===== config.mk =====
export PLATFORM = sky130hd
export DESIGN_NAME = dma_channel_register_file_flat
export DESIGN_NICKNAME = d
export VERILOG_FILES = /design/src/design/dcrf_pkg.sv /design/src/design/dcrf_stream_if.sv /design/src/design/dcrf_ctrl.sv /design/src/design/dcrf_datapath.sv /design/src/design/dma_channel_register_file.sv /design/src/flat_wrapper.sv
export SDC_FILE = /design/constraint.sdc
export NUM_CORES = 1
export LEC_CHECK = 0
export BUFFER_PORTS_ARGS = -buffer_cell sky130_fd_sc_hd__buf_4
export CAP_MARGIN = 20
export CORE_AREA = 8 8 244 246
export DETAILED_ROUTE_END_ITERATION = 10
export DIE_AREA = 0 0 252 254
export GPL_TIMING_DRIVEN = 0
export HOLD_SLACK_MARGIN = 0.06
export PLACE_DENSITY_LB_ADDON = 0.05
export SKIP_LAST_GASP = 1
export SYNTH_ARGS = -nofsm -noshare
export SYNTH_HDL_FRONTEND = slang
export SYNTH_SLANG_ARGS = --single-unit

===== constraint.sdc =====
create_clock -name clk -period 19 [get_ports clk]
set_input_delay 3.8 -clock clk [delete_from_list [all_inputs] [get_ports clk]]
set_output_delay 3.8 -clock clk [all_outputs]
set_load 0.01 [all_outputs]

===== src/design/dcrf_pkg.sv =====
// Types and constants shared by the DMA channel register file.
`timescale 1ns / 1ps
`default_nettype none

package dcrf_pkg;

  typedef struct packed {
    logic [1:0]  cmd;
    logic [12:0] offset;
    logic [2:0]  access_size;
    logic [31:0] wdata;
    logic [2:0]  channel;
    logic [2:0]  done_flags;
  } req_t;

  typedef struct packed {
    logic [31:0] rdata;
    logic [7:0]  irq_lines;
    logic        start_valid;
    logic [2:0]  start_channel;
  } rsp_t;

  typedef struct packed {
    logic capture;
    logic execute;
  } dp_cmd_t;

  typedef enum logic [0:0] {
    ST_IDLE,
    ST_EXEC
  } ctrl_state_t;

  localparam logic [1:0] CMD_READ  = 2'd0;
  localparam logic [1:0] CMD_WRITE = 2'd1;
  localparam logic [1:0] CMD_DONE  = 2'd2;
  localparam logic [1:0] CMD_ERROR = 2'd3;

  localparam logic [1:0] ALIAS_WR  = 2'd0;
  localparam logic [1:0] ALIAS_SET = 2'd1;
  localparam logic [1:0] ALIAS_CLR = 2'd2;
  localparam logic [1:0] ALIAS_TOG = 2'd3;

  // register map in 16-byte units
  localparam logic [8:0] REG_CTRL    = 9'h000;
  localparam logic [8:0] REG_INTR    = 9'h001;
  localparam logic [8:0] REG_DSEL    = 9'h002;
  localparam logic [8:0] REG_VER_ID  = 9'h03F;
  localparam logic [8:0] CH_BASE     = 9'h004;
  localparam int         SLOTS_PER_CH = 7;

  localparam logic [2:0] SLOT_NEXT_DESC = 3'd1;
  localparam logic [2:0] SLOT_SEMA      = 3'd4;
  localparam logic [2:0] SLOT_DEBUG1    = 3'd5;

  localparam logic [31:0] CTRL_RESET     = 32'hC000_0000;
  localparam logic [31:0] CTRL_WMASK     = 32'hC0FF_FFFF;
  localparam logic [31:0] CTRL_WMASK_EXT = 32'hC0FF_00FF;
  localparam logic [31:0] INTR_WMASK     = 32'h00FF_FFFF;
  localparam logic [31:0] DSEL_WMASK_EXT = 32'hFF00_0F00;
  localparam logic [31:0] VERSION_VALUE  = 32'h0101_0000;
  localparam logic [31:0] DEBUG1_BASE    = 32'h00A0_0000;
  localparam logic [31:0] FULL_WORD      = 32'hFFFF_FFFF;

  localparam int CTRL_SOFT_RESET_BIT = 31;
  localparam int CTRL_CLOCK_GATE_BIT = 30;

endpackage

`default_nettype wire


===== src/design/dcrf_stream_if.sv =====
// Valid/ready channel carrying one word of a given payload type.
`timescale 1ns / 1ps
`default_nettype none

interface dcrf_stream_if #(parameter type payload_t = logic);
  logic     valid;
  logic     ready;
  payload_t data;

  modport source (output valid, output data, input ready);
  modport sink (input valid, input data, output ready);
endinterface

`default_nettype wire


===== src/design/dcrf_ctrl.sv =====
// Controller: capture/execute sequencing and response valid.
`timescale 1ns / 1ps
`default_nettype none

module dcrf_ctrl import dcrf_pkg::*; (
  input  logic    clk,
  input  logic    rst,
  input  logic    req_valid,
  output logic    req_ready,
  output logic    rsp_valid,
  input  logic    rsp_ready,
  output dp_cmd_t dp_cmd
);

  ctrl_state_t state, state_next;
  logic        rsp_valid_next;
  logic        slot_free;

  assign slot_free = !rsp_valid || rsp_ready;

  always_ff @(posedge clk) begin
    if (rst) begin
      state     <= ST_IDLE;
      rsp_valid <= 1'b0;
    end else begin
      state     <= state_next;
      rsp_valid <= rsp_valid_next;
    end
  end

  always_comb begin
    state_next = state;
    unique case (state)
      ST_IDLE: begin
        if (req_valid) state_next = ST_EXEC;
      end
      ST_EXEC: begin
        if (slot_free) state_next = ST_IDLE;
      end
      default: state_next = ST_IDLE;
    endcase
  end

  always_comb begin
    req_ready      = (state == ST_IDLE);
    dp_cmd.capture = (state == ST_IDLE) && req_valid;
    dp_cmd.execute = (state == ST_EXEC) && slot_free;
    if (dp_cmd.execute) rsp_valid_next = 1'b1;
    else if (rsp_ready) rsp_valid_next = 1'b0;
    else rsp_valid_next = rsp_valid;
  end

endmodule

`default_nettype wire


===== src/design/dcrf_datapath.sv =====
// Datapath: register decode, read-modify-write, events and response word.
`timescale 1ns / 1ps
`default_nettype none

module dcrf_datapath import dcrf_pkg::*; #(
  parameter int NUM_CHANNELS = 8
) (
  input  logic    clk,
  input  logic    rst,
  input  dp_cmd_t dp_cmd,
  input  req_t    req_data,
  input  logic    cfg_we,
  input  logic    cfg_data,
  output rsp_t    rsp_data
);

  localparam int CH_W = (NUM_CHANNELS > 1) ? $clog2(NUM_CHANNELS) : 1;

  req_t        item;
  rsp_t        rsp_q;
  logic        extended_variant;
  logic [31:0] control_word;
  logic [23:0] interrupt_word;
  logic [31:0] device_select;
  logic [31:0] next_descriptor [NUM_CHANNELS];
  logic [7:0]  semaphore_count [NUM_CHANNELS];

  logic [8:0]  base_k;
  logic [8:0]  ch_k;
  logic [1:0]  alias_sel;
  logic [4:0]  bit_shift;
  logic [31:0] size_mask;
  logic [31:0] lane_mask;
  logic [31:0] wdata_sh;
  logic        is_ctrl, is_intr, is_dsel, is_ver;
  logic        ch_hit;
  logic [2:0]  bus_ch;
  logic [2:0]  slot;
  logic [2:0]  sel_ch;
  logic [CH_W-1:0] idx;
  logic        ev_ok;
  logic [31:0] nd_cur;
  logic [7:0]  sem_cur;

  logic [31:0] tgt_cur, tgt_wmask, wmask, aliased, merged;
  logic [7:0]  sem_inc;
  logic [8:0]  sem_sum;

  logic [31:0] control_word_next;
  logic [23:0] interrupt_word_next;
  logic [31:0] device_select_next;
  logic        nd_we, sem_we;
  logic [31:0] nd_next;
  logic [7:0]  sem_next;
  logic        start;
  logic [31:0] rd_word;
  logic [7:0]  irq;

  // decode
  assign base_k    = item.offset[12:4];
  assign alias_sel = item.offset[3:2];
  assign bit_shift = {item.offset[1:0], 3'b000};
  assign is_ctrl   = (base_k == REG_CTRL);
  assign is_intr   = (base_k == REG_INTR);
  assign is_dsel   = (base_k == REG_DSEL);
  assign is_ver    = (base_k == REG_VER_ID);
  assign ch_k      = base_k - CH_BASE;

  always_comb begin
    ch_hit = 1'b0;
    bus_ch = '0;
    slot   = '0;
    if (base_k >= CH_BASE) begin
      for (int i = 0; i < NUM_CHANNELS; i++) begin
        if (ch_k >= 9'(SLOTS_PER_CH * i) && ch_k < 9'(SLOTS_PER_CH * (i + 1))) begin
          ch_hit = 1'b1;
          bus_ch = 3'(i);
          slot   = 3'(ch_k - 9'(SLOTS_PER_CH * i));
        end
      end
    end
  end

  assign ev_ok   = ({1'b0, item.channel} < 4'(NUM_CHANNELS));
  assign sel_ch  = (item.cmd == CMD_DONE || item.cmd == CMD_ERROR) ? item.channel : bus_ch;
  assign idx     = sel_ch[CH_W-1:0];
  assign nd_cur  = next_descriptor[idx];
  assign sem_cur = semaphore_count[idx];

  always_comb begin
    unique case (item.access_size)
      3'd0:    size_mask = 32'h0000_0000;
      3'd1:    size_mask = 32'h0000_00FF;
      3'd2:    size_mask = 32'h0000_FFFF;
      3'd3:    size_mask = 32'h00FF_FFFF;
      default: size_mask = FULL_WORD;
    endcase
  end

  assign lane_mask = size_mask << bit_shift;
  assign wdata_sh  = item.wdata << bit_shift;

  // shared read-modify-write with alias operation
  always_comb begin
    priority if (is_ctrl) begin
      tgt_cur   = control_word;
      tgt_wmask = extended_variant ? CTRL_WMASK_EXT : CTRL_WMASK;
    end else if (is_intr) begin
      tgt_cur   = {8'h00, interrupt_word};
      tgt_wmask = INTR_WMASK;
    end else if (is_dsel) begin
      tgt_cur   = device_select;
      tgt_wmask = extended_variant ? DSEL_WMASK_EXT : 32'h0000_0000;
    end else begin
      tgt_cur   = nd_cur;
      tgt_wmask = FULL_WORD;
    end
  end

  always_comb begin
    unique case (alias_sel)
      ALIAS_WR:  aliased = wdata_sh;
      ALIAS_SET: aliased = tgt_cur | wdata_sh;
      ALIAS_CLR: aliased = tgt_cur & ~wdata_sh;
      ALIAS_TOG: aliased = tgt_cur ^ wdata_sh;
      default:   aliased = wdata_sh;
    endcase
  end

  assign wmask   = tgt_wmask & lane_mask;
  assign merged  = (tgt_cur & ~wmask) | (aliased & wmask);
  assign sem_inc = (item.offset[1:0] == 2'd0) ? item.wdata[7:0] : 8'h00;
  assign sem_sum = {1'b0, sem_cur} + {1'b0, sem_inc};

  always_comb begin
    control_word_next   = control_word;
    interrupt_word_next = interrupt_word;
    device_select_next  = device_select;
    nd_we    = 1'b0;
    nd_next  = merged;
    sem_we   = 1'b0;
    sem_next = sem_cur;
    start    = 1'b0;
    rd_word  = '0;
    unique case (item.cmd)
      CMD_READ: begin
        priority if (is_ctrl) rd_word = control_word;
        else if (is_intr) rd_word = {8'h00, interrupt_word};
        else if (is_dsel) rd_word = device_select;
        else if (is_ver) rd_word = VERSION_VALUE;
        else if (ch_hit) begin
          priority if (slot == SLOT_NEXT_DESC) rd_word = nd_cur;
          else if (slot == SLOT_SEMA) rd_word = {8'h00, sem_cur, 8'h00, sem_cur};
          else if (slot == SLOT_DEBUG1)
            rd_word = DEBUG1_BASE | {7'd0, (nd_cur != '0), 20'd0, {4{sem_cur != '0}}};
          else rd_word = '0;
        end
      end
      CMD_WRITE: begin
        priority if (is_ctrl) begin
          control_word_next = merged;
          control_word_next[CTRL_CLOCK_GATE_BIT] = merged[CTRL_SOFT_RESET_BIT];
        end else if (is_intr) begin
          interrupt_word_next = merged[23:0];
        end else if (is_dsel) begin
          device_select_next = merged;
        end else if (ch_hit) begin
          if (slot == SLOT_NEXT_DESC) begin
            nd_we = 1'b1;
          end else if (slot == SLOT_SEMA) begin
            sem_we   = 1'b1;
            sem_next = sem_sum[8] ? 8'hFF : sem_sum[7:0];
            start    = (sem_inc != '0) && !control_word[CTRL_SOFT_RESET_BIT]
                       && !control_word[CTRL_CLOCK_GATE_BIT] && (nd_cur != '0);
          end
        end
      end
      CMD_DONE: begin
        if (ev_ok) begin
          if (item.done_flags[1] && sem_cur != '0) begin
            sem_we   = 1'b1;
            sem_next = sem_cur - 8'd1;
          end
          if (item.done_flags[0])
            interrupt_word_next = interrupt_word | (24'd1 << item.channel);
          start = item.done_flags[2] && (nd_cur != '0);
        end
      end
      CMD_ERROR: begin
        if (ev_ok)
          interrupt_word_next = interrupt_word | (24'd1 << (5'(item.channel) + 5'd16));
      end
      default: rd_word = '0;
    endcase
  end

  always_comb begin
    irq = '0;
    for (int i = 0; i < NUM_CHANNELS; i++) begin
      irq[i] = (interrupt_word_next[i] && interrupt_word_next[i + 8])
               || interrupt_word_next[i + 16];
    end
  end

  always_ff @(posedge clk) begin
    if (rst) begin
      extended_variant <= 1'b0;
      control_word     <= CTRL_RESET;
      interrupt_word   <= '0;
      device_select    <= '0;
      for (int i = 0; i < NUM_CHANNELS; i++) begin
        next_descriptor[i] <= '0;
        semaphore_count[i] <= '0;
      end
    end else begin
      if (cfg_we) extended_variant <= cfg_data;
      if (dp_cmd.execute) begin
        control_word   <= control_word_next;
        interrupt_word <= interrupt_word_next;
        device_select  <= device_select_next;
        if (nd_we) next_descriptor[idx] <= nd_next;
        if (sem_we) semaphore_count[idx] <= sem_next;
      end
    end
  end

  always_ff @(posedge clk) begin
    if (dp_cmd.capture) item <= req_data;
    if (dp_cmd.execute) begin
      rsp_q.rdata         <= (rd_word >> bit_shift) & size_mask;
      rsp_q.irq_lines     <= irq;
      rsp_q.start_valid   <= start;
      rsp_q.start_channel <= start ? sel_ch : 3'd0;
    end
  end

  assign rsp_data = rsp_q;

endmodule

`default_nettype wire


===== src/design/dma_channel_register_file.sv =====
// Top level of the DMA channel register file.
`timescale 1ns / 1ps
`default_nettype none

// Register file of an eight-channel descriptor DMA controller. Each request
// word (bus read, bus write, command done or bus error) yields exactly one
// response word with read data, the per-channel interrupt lines and an
// optional channel start request. A word is first captured, then decoded,
// the registers updated and the response register loaded; the controller
// then takes the next word. If the previous response has not been taken,
// the update waits for the response register to free up. The variant bit
// on cfg is always accepted and may only be written while no request is in
// flight.
module dma_channel_register_file import dcrf_pkg::*; #(
  parameter int NUM_CHANNELS = 8
) (
  input logic          clk,
  input logic          rst,
  dcrf_stream_if.sink   req,
  dcrf_stream_if.source rsp,
  dcrf_stream_if.sink   cfg
);

  dp_cmd_t dp_cmd;

  assign cfg.ready = 1'b1;

  dcrf_ctrl u_ctrl (
    .clk       (clk),
    .rst       (rst),
    .req_valid (req.valid),
    .req_ready (req.ready),
    .rsp_valid (rsp.valid),
    .rsp_ready (rsp.ready),
    .dp_cmd    (dp_cmd)
  );

  dcrf_datapath #(
    .NUM_CHANNELS (NUM_CHANNELS)
  ) u_datapath (
    .clk      (clk),
    .rst      (rst),
    .dp_cmd   (dp_cmd),
    .req_data (req.data),
    .cfg_we   (cfg.valid && cfg.ready),
    .cfg_data (cfg.data),
    .rsp_data (rsp.data)
  );

`ifndef NO_ASSERTIONS
  a_exec_gives_rsp: assert property (@(posedge clk) disable iff (rst)
    dp_cmd.execute |=> rsp.valid)
    else $error("response not valid after execute");

  a_accept_blocks: assert property (@(posedge clk) disable iff (rst)
    (req.valid && req.ready) |=> !req.ready)
    else $error("new word taken while previous one still executing");

  a_start_chan_zero: assert property (@(posedge clk) disable iff (rst)
    (rsp.valid && !rsp.data.start_valid) |-> (rsp.data.start_channel == 3'd0))
    else $error("start channel set without start request");

  a_irq_absent: assert property (@(posedge clk) disable iff (rst)
    rsp.valid |-> ((16'(rsp.data.irq_lines) >> NUM_CHANNELS) == 16'd0))
    else $error("interrupt on absent channel");
`endif

endmodule

`default_nettype wire


===== src/flat_wrapper.sv =====
// flat-port wrapper written by rule: the top's interface ports become plain ports
module dma_channel_register_file_flat import dcrf_pkg::*;
#(
  parameter int NUM_CHANNELS = 8
)
  (clk, rst, req_valid, req_data, req_ready, rsp_valid, rsp_data, rsp_ready, cfg_valid, cfg_data, cfg_ready);
  dcrf_stream_if #(.payload_t(req_t)) req_i ();
  dcrf_stream_if #(.payload_t(rsp_t)) rsp_i ();
  dcrf_stream_if #(.payload_t(logic)) cfg_i ();
  input logic clk;
  input logic rst;
  input wire logic [$bits(req_i.valid)-1:0] req_valid;
  input wire logic [$bits(req_i.data)-1:0] req_data;
  output wire logic [$bits(req_i.ready)-1:0] req_ready;
  output wire logic [$bits(rsp_i.valid)-1:0] rsp_valid;
  output wire logic [$bits(rsp_i.data)-1:0] rsp_data;
  input wire logic [$bits(rsp_i.ready)-1:0] rsp_ready;
  input wire logic [$bits(cfg_i.valid)-1:0] cfg_valid;
  input wire logic [$bits(cfg_i.data)-1:0] cfg_data;
  output wire logic [$bits(cfg_i.ready)-1:0] cfg_ready;
  assign req_i.valid = req_valid;
  assign req_i.data = req_data;
  assign req_ready = req_i.ready;
  assign rsp_valid = rsp_i.valid;
  assign rsp_data = rsp_i.data;
  assign rsp_i.ready = rsp_ready;
  assign cfg_i.valid = cfg_valid;
  assign cfg_i.data = cfg_data;
  assign cfg_ready = cfg_i.ready;
  dma_channel_register_file #(.NUM_CHANNELS(NUM_CHANNELS)) u_core (.clk(clk), .rst(rst), .req(req_i), .rsp(rsp_i), .cfg(cfg_i));
endmodule

# Yosys cells after proc, flatten, opt, wreduce, memory -nomap -nowiden
# Memory sizes are Yosys's and may differ from the RTL's.
# Index checks and enable logic that the tools add are counted.
classes:
  eq_ne: 15
  bitwise: 15
  n_reduce_logical: 49
  muxes: 102
  add_sub_neg: 11
  shift: 5
  magnitude_cmp: 17
ops:
  columns: ["operator", "n"]
  rows:
  - ["$mux 32", 15]
  - ["$pmux 32 s4", 2]
  - ["$and 32x32->32", 5]
  - ["$mux 8", 10]
  - ["$mux 24", 3]
  - ["$pmux 24 s3", 1]
  - ["$not 32->32", 2]
  - ["$or 32x32->32", 2]
  - ["$shl 32x5->32", 2]
  - ["$mux 3", 19]
  - ["$mux 25", 2]
  - ["$or 24x24->24", 2]
  - ["$mux 1", 45]
  - ["$lt 9x6->1 const B", 4]
  - ["$reduce_bool 32->1", 1]
  - ["$reduce_or 32->1", 1]
  - ["$shr 32x5->32", 1]
  - ["$xor 32x32->32", 1]
  - ["$ge 9x6->1 const B", 3]
  - ["$shl 1x3->24 const A", 1]
  - ["$shl 1x5->24 const A", 1]
  - ["$logic_and 1x1->1", 23]
  - ["$ge 9x3->1 const B", 2]
  - ["$ge 9x5->1 const B", 2]
  - ["34 further kinds", 64]
totals:
  ram_bits: 320
  mem_count: 2
  word_cells: 232
  output_inout_bits: 47
  ff_bits: 190
  inputBits: 62
memory_table:
  columns: ["memory", "words", "width", "read_ports", "rd_ports_with_merged_regs", "wr", "line", "text"]
  rows:
  - ["u_core.u_datapath.next_descriptor", 8, 32, 1, 0, 8, "dcrf_datapath.sv:25", "logic [31:0] next_descriptor [NUM_CHANNELS];"]
  - ["u_core.u_datapath.semaphore_count", 8, 8, 1, 0, 8, "dcrf_datapath.sv:26", "logic [7:0] semaphore_count [NUM_CHANNELS];"]

# Depth between registers and ports, before layout
depth:
  word_depth: 26
  depth_mapped: 28

# By module
# From an unflattened synthesis, not the netlist that was laid out.
unflattened:
  cells_unflattened: 2976
  hier_area_um2: 29444.5
modules_own_cells:
  columns: ["mod", "seq_area_each_um2", "cells_per_inst", "area_each_um2", "n_inst"]
  rows:
  - ["dcrf_datapath", 14373.8, 2964, 29338.1, 1]
  - ["dcrf_ctrl", 40.0, 10, 95.1, 1]
  - ["dma_channel_register_file", 0.0, 2, 11.3, 1]

# Worst setup path before layout
# No wires, ideal clock.
synth_timing:
  kind: "input to register"
  start: "input port req_valid"
  end: "register u_core.u_datapath.item (netlist bit u_core.u_datapath.alias_sel[0]) (enable)"
  path_slack_ns: 12.250
  required_time_ns: 18.523
  path_stages: 1
  arrival_ns: 6.273
  path_buffers: 0
  path_cell_list: "nor2b_1"
synth_via:
  elab_chain_len: 1
synth_rtl:
  columns: ["element", "line", "text"]
  rows:
  - ["from (decl)", "flat_wrapper.sv:12", "input wire logic [$bits(req_i.valid)-1:0] req_valid;"]
  - ["$logic_and 1x1->1", "dcrf_ctrl.sv:46", "dp_cmd.capture = (state == ST_IDLE) && req_valid;"]
  - ["to (signal assigned)", "dcrf_datapath.sv:228", "if (dp_cmd.capture) item <= req_data;"]
  - ["to (decl)", "dcrf_datapath.sv:19", "req_t item;"]
# Every way passes these cells.
# A chain may end at the register's enable or synchronous reset.

# Worst setup path in the final report
layout_timing:
  start: "register u_core.u_datapath.item (netlist bit u_core.u_datapath.base_k[3])"
  end: "register u_core.u_datapath.rsp_q (netlist bit u_core.u_datapath.rsp_data[5]), data pin"
layout_via:
  elab_chain_len: 25
layout_rtl:
  columns: ["element", "line", "text"]
  rows:
  - ["$sub 9x3->9", "dcrf_datapath.sv:67", "assign ch_k = base_k - CH_BASE;"]
  - ["$ge 9x3->1 / $lt 9x4->1 (equally long branches)", "dcrf_datapath.sv:75", "if (ch_k >= 9'(SLOTS_PER_CH * i) && ch_k < 9'(SLOTS_PER_CH * (i + 1))) begin"]
  - ["$logic_and 1x1->1", "dcrf_datapath.sv:75", null]
  - ["$mux 1", "dcrf_datapath.sv:75", null]
  - ["$mux 3 (6 in series)", "dcrf_datapath.sv:75", null]
  - ["$mux 3", "dcrf_datapath.sv:73", "if (base_k >= CH_BASE) begin"]
  - ["$mux 3", "dcrf_datapath.sv:85", "assign sel_ch = (item.cmd == CMD_DONE || item.cmd == CMD_ERROR) ? item.channel : bus_ch;"]
  - ["$mem_v2 8x32", null, null]
  - ["[... 5 more ...]", null, null]
  - ["$and 32x32->32", "dcrf_datapath.sv:131", "assign merged = (tgt_cur & ~wmask) | (aliased & wmask);"]
  - ["$or 32x32->32", "dcrf_datapath.sv:131", null]
  - ["$mux 24", "dcrf_datapath.sv:163", "end else if (is_intr) begin"]
  - ["$mux 24 *", "dcrf_datapath.sv:160", "priority if (is_ctrl) begin"]
  - ["$pmux 24 s3 *", "dcrf_datapath.sv:145", "unique case (item.cmd)"]
  - ["$logic_and 1x1->1", "dcrf_datapath.sv:200", "irq[i] = (interrupt_word_next[i] && interrupt_word_next[i + 8])"]
  - ["$logic_or 1x1->1 *", "dcrf_datapath.sv:201", "|| interrupt_word_next[i + 16];"]
  - ["via u_core.u_datapath.irq[1]", "dcrf_datapath.sv:57", "logic [7:0] irq;"]
  - ["to (decl)", "dcrf_datapath.sv:20", "rsp_t rsp_q;"]
# The timed path passes the listed nets; every way through them passes the cells marked *.

==> results.toml <==
[clocking]
cts-buffers-inserted = 54
cts_tree = "yes"
postCtsSetupBuffers = 0
ctsHoldBuffers = 0
cts_num_sinks = 510
cts_buffer_depth = 3
cts_resized = 0
htree_levels = 2
clkLatencyLatePin_ns = 0.66
root_buffer = "clkbuf_16"
clk_pin_slew_worst_paths_ns = 0.05

[final_layout]
syn_to_final_growth_pct = 13.97
drive_above_1_share_pct = 12.22
regArea_mm2 = 0.01441
nFillCells = 4962
final_util_pct = 56.41
fin_cells = 3686
fin_area_mm2 = 0.03144
multi_input_area_mm2 = 0.01202
final_nets = 3038

[power_and_ir_drop]
sequentialPowerShare_pct = 44.0
p_sw_share_pct = 30.43
vdd_drop_max_v = 0.00008355
clkPwrFrac_pct = 36.7
combPwrFrac_pct = 19.3
p_int_mw = 2.006
total_power_mw = 2.883
power.leakage_nw = 11.58
power_density_mw_per_mm2 = 91.69
p_switching_mw = 0.8771

[status]
status = "complete, no violations"

[drt]
wl_met3_mm = 10.95
num_vias = 23790
ant_nets = 0
wl_per_cell_um = 29.15
wl_met1_mm = 42.16
route.detailed.drc = 0
routed-wl-met2_mm = 49.50
drt-vias-per-instance = 6.453
routed_wl_mm = 107.4
drtIter0Drc = 3004
routed.top_layer = "met4"
firstDrtPassIters = 5

[yosys]
synth_most_common_cell = "nor2_1"
synth-main-ff-cell = "edfxtp_1"
synth_nets = 2854
synth.avg_cell_area_um2 = 10.22
yosys_warnings = 0
ys_top_cells_by_count = "546 x nor2_1, 420 x edfxtp_1, 156 x nand2_1"
synth_xor_area_share_pct = 0.3175
synth_top_family_by_area = "compound AO/OA/AOI/OAI gates"
netlist_instances = 2700
synth.distinct_cells = 110
synth_area_mm2 = 0.02759
yosysTopAreaCellShare_pct = 45.72
synth_top_area_cell = "edfxtp_1"
muxShareOfSynthArea_pct = 4.282
synth_seq_cells = 510
synth_area_leaders = "edfxtp_1 46%, nor2_1 7.4%, dfxtp_1 6.5%"
seq_area_frac_synth_pct = 52.25
synth_edf_count = 420
synth-async-reset-ratio_pct = 0
synth_fa_ha_area_share_pct = 4.241
yosys.area_share.simple_pct = 16.60
synth-compound-area-share_pct = 17.96

[timing]
tightest_slew_ns = 1.214
relSlewSlack_pct = 17.44
setup_viol_count_final = 0
max_freq_ghz = 0.1077
hold_viol_final = 0
fin_crit_ns = 9.288
setup_ws_ns = 9.712
grt_setup_unrepaired = "false"
fin_tns_setup_ns = 0
drv_slew = 0
whs_ns = 0.4693
skew_ns = 0.06671
period_share_pct = 48.89

[global_route]
track_usage_pct = 32.51
grt_overflow = 0
grt_start_max_net_pins = 39
grt_antenna_before_repair = 0
grt_pass1_wl_mm = 152.7
grt_pass1_vias = 22590

[placed_design]
dp.cells = 3584
gp_congestion = 0.9863
portBuffers = 106
place_area_mm2 = 0.02968
dp_hpwl_mm = 82.04
dp_slack_ns = 9.914

[worst_setup_path]
reg2reg_slack_ns = 9.71
crit_type = "flip-flop to flip-flop"
path_max_fanout = 10
crit_path_cell_trace = "clkbuf_1 > inv_1 > ha_1 > clkbuf_1 > inv_1 > a2111oi_0 > a211o_1 > o21a_1 > o21ai_1 > nor2_1 > buf_2 > buf_1 > o211ai_1 > o41ai_1 > a21o_1 > ha_1 > mux4_2 > nor2_1 > a21o_1 > clkbuf_1 > o22a_1 > o21ai_0"
reg2reg_from = "u_core.u_datapath.base_k[3]"
rr_worst_depth = 22
startpoint_type = "flip-flop"
crit_path_max_incr_delay_ns = 0.88
cp.required_ns = 19.33
cpMostUsedCell = "clkbuf_1"
critPathArrivalTime_ns = 9.62
r2r-end = "u_core.u_datapath.rsp_data[5]"
crit_path_top_delay_cell = "nor2_1"
end_kind = "flip-flop"

[floorplan]
initial_core_util_pct = 49.50
die_h_um = 254
core_area_mm2 = 0.05573
fp-row-count = 87
die_area_mm2 = 0.06401
pin_count = 109
die_w_um = 252

[flow_run]
cap_violations = 0

[hold_path]
hold_end = "u_core.u_datapath.device_select[18]"
worstHoldStart = "u_core.u_datapath.device_select[18]"
hp-class = "flip-flop to flip-flop"
worstHoldPathCells = 1
## worst max-delay path, delay by kind of cell (launching register included)
family,cells,cell delay (ns)
flops,1,0.39
mux,1,0.45
fa+ha+maj,2,0.59
buf+inv,7,2.85
compound gates,10,3.70
simple gates,2,0.98
## registers in the layout (all words and copies together) (netlist names)
signal and cells:
u_core.u_datapath.alias_sel 2, u_core.u_datapath.item 43, u_core.u_datapath.extended_variant 1, u_core.u_datapath.bit_shift 2, u_core.u_ctrl.state 1, u_core.u_datapath.device_select 32
u_core.u_datapath.rsp_data 44, u_core.u_ctrl.rsp_valid 1, u_core.u_datapath.semaphore_count 64, u_core.u_datapath.next_descriptor 256, u_core.u_datapath.interrupt_word 24, u_core.u_datapath.base_k 9
u_core.u_datapath.control_word 31
## metal layers
metal | up-vias | global-route usage (%)
met5 | - | 0
met4 | 0 | 13.64
met3 | 234 | 6.247
met2 | 1426 | 51.93
met1 | 11770 | 43.17
li1 | 10360 | -
## final cells by class
cell class	instances	share of cell area, %
tap	756	3.008
sequential	510	45.84
antenna	1	0.007959
buffer	187	2.372
multi-input combinational	1883	38.24
timing repair buffer	128	3.498
inverter	120	1.433
clock inverter	38	1.158
clock buffer	63	4.437
## power groups by stage
stage	sequential [mW]	clock [mW]	combinational [mW]
2_1_floorplan	1.29	0	0.305
3_3_place_gp	1.29	0	0.517
3_5_place_dp	1.29	0	0.539
4_1_cts	1.27	1.07	0.541
5_1_grt	1.27	1.11	0.578
6_report	1.27	1.06	0.556
## worst max path at each step
stage | from | endpoint | slack (ns) | cells past startpoint
3_3_place_gp | u_core.u_datapath.base_k[3] | u_core.u_datapath.rsp_data[10] | 9.83 | 24
2_1_floorplan | req_valid | u_core.u_datapath.alias_sel[0] | 12.25 | 1
4_1_cts | u_core.u_datapath.base_k[3] | u_core.u_datapath.rsp_data[5] | 9.90 | 22
6_report | u_core.u_datapath.base_k[3] | u_core.u_datapath.rsp_data[5] | 9.71 | 22
5_1_grt | u_core.u_datapath.base_k[3] | u_core.u_datapath.rsp_data[5] | 9.44 | 22
3_5_place_dp | u_core.u_datapath.base_k[3] | u_core.u_datapath.rsp_data[5] | 9.91 | 22
## logic make-up (layout without fill, tap and decap cells)
family / Yosys count / after routing
simple gates: 1007 / 1007
compound gates: 685 / 685
flops: 510 / 510
buf+inv: 307 / 536
fa+ha+maj: 93 / 93
mux: 87 / 87
xor+xnor: 10 / 10
other cells: 1 / 2
## cell usage in the layout (no fill, tap or decap), drive strengths merged, types with 22 or more instances in the layout
cell type	Yosys	routed
o21ai	106	106
edfxtp	420	420
a211oi	66	66
nand2b	31	31
a21oi	149	149
mux2i	34	34
nor2b	39	39
a32oi	26	26
nor3	37	37
nand2	163	163
a31oi	25	25
mux2	32	32
a21o	22	22
and2	26	26
dfxtp	90	90
clkinv	1	32
nor2	546	546
clkbuf	145	208
ha	91	91
o22ai	33	33
buf	42	170
nand3	72	72
a22oi	23	23
inv	119	120
No activity file was read; power rests on OpenSTA's default activity.
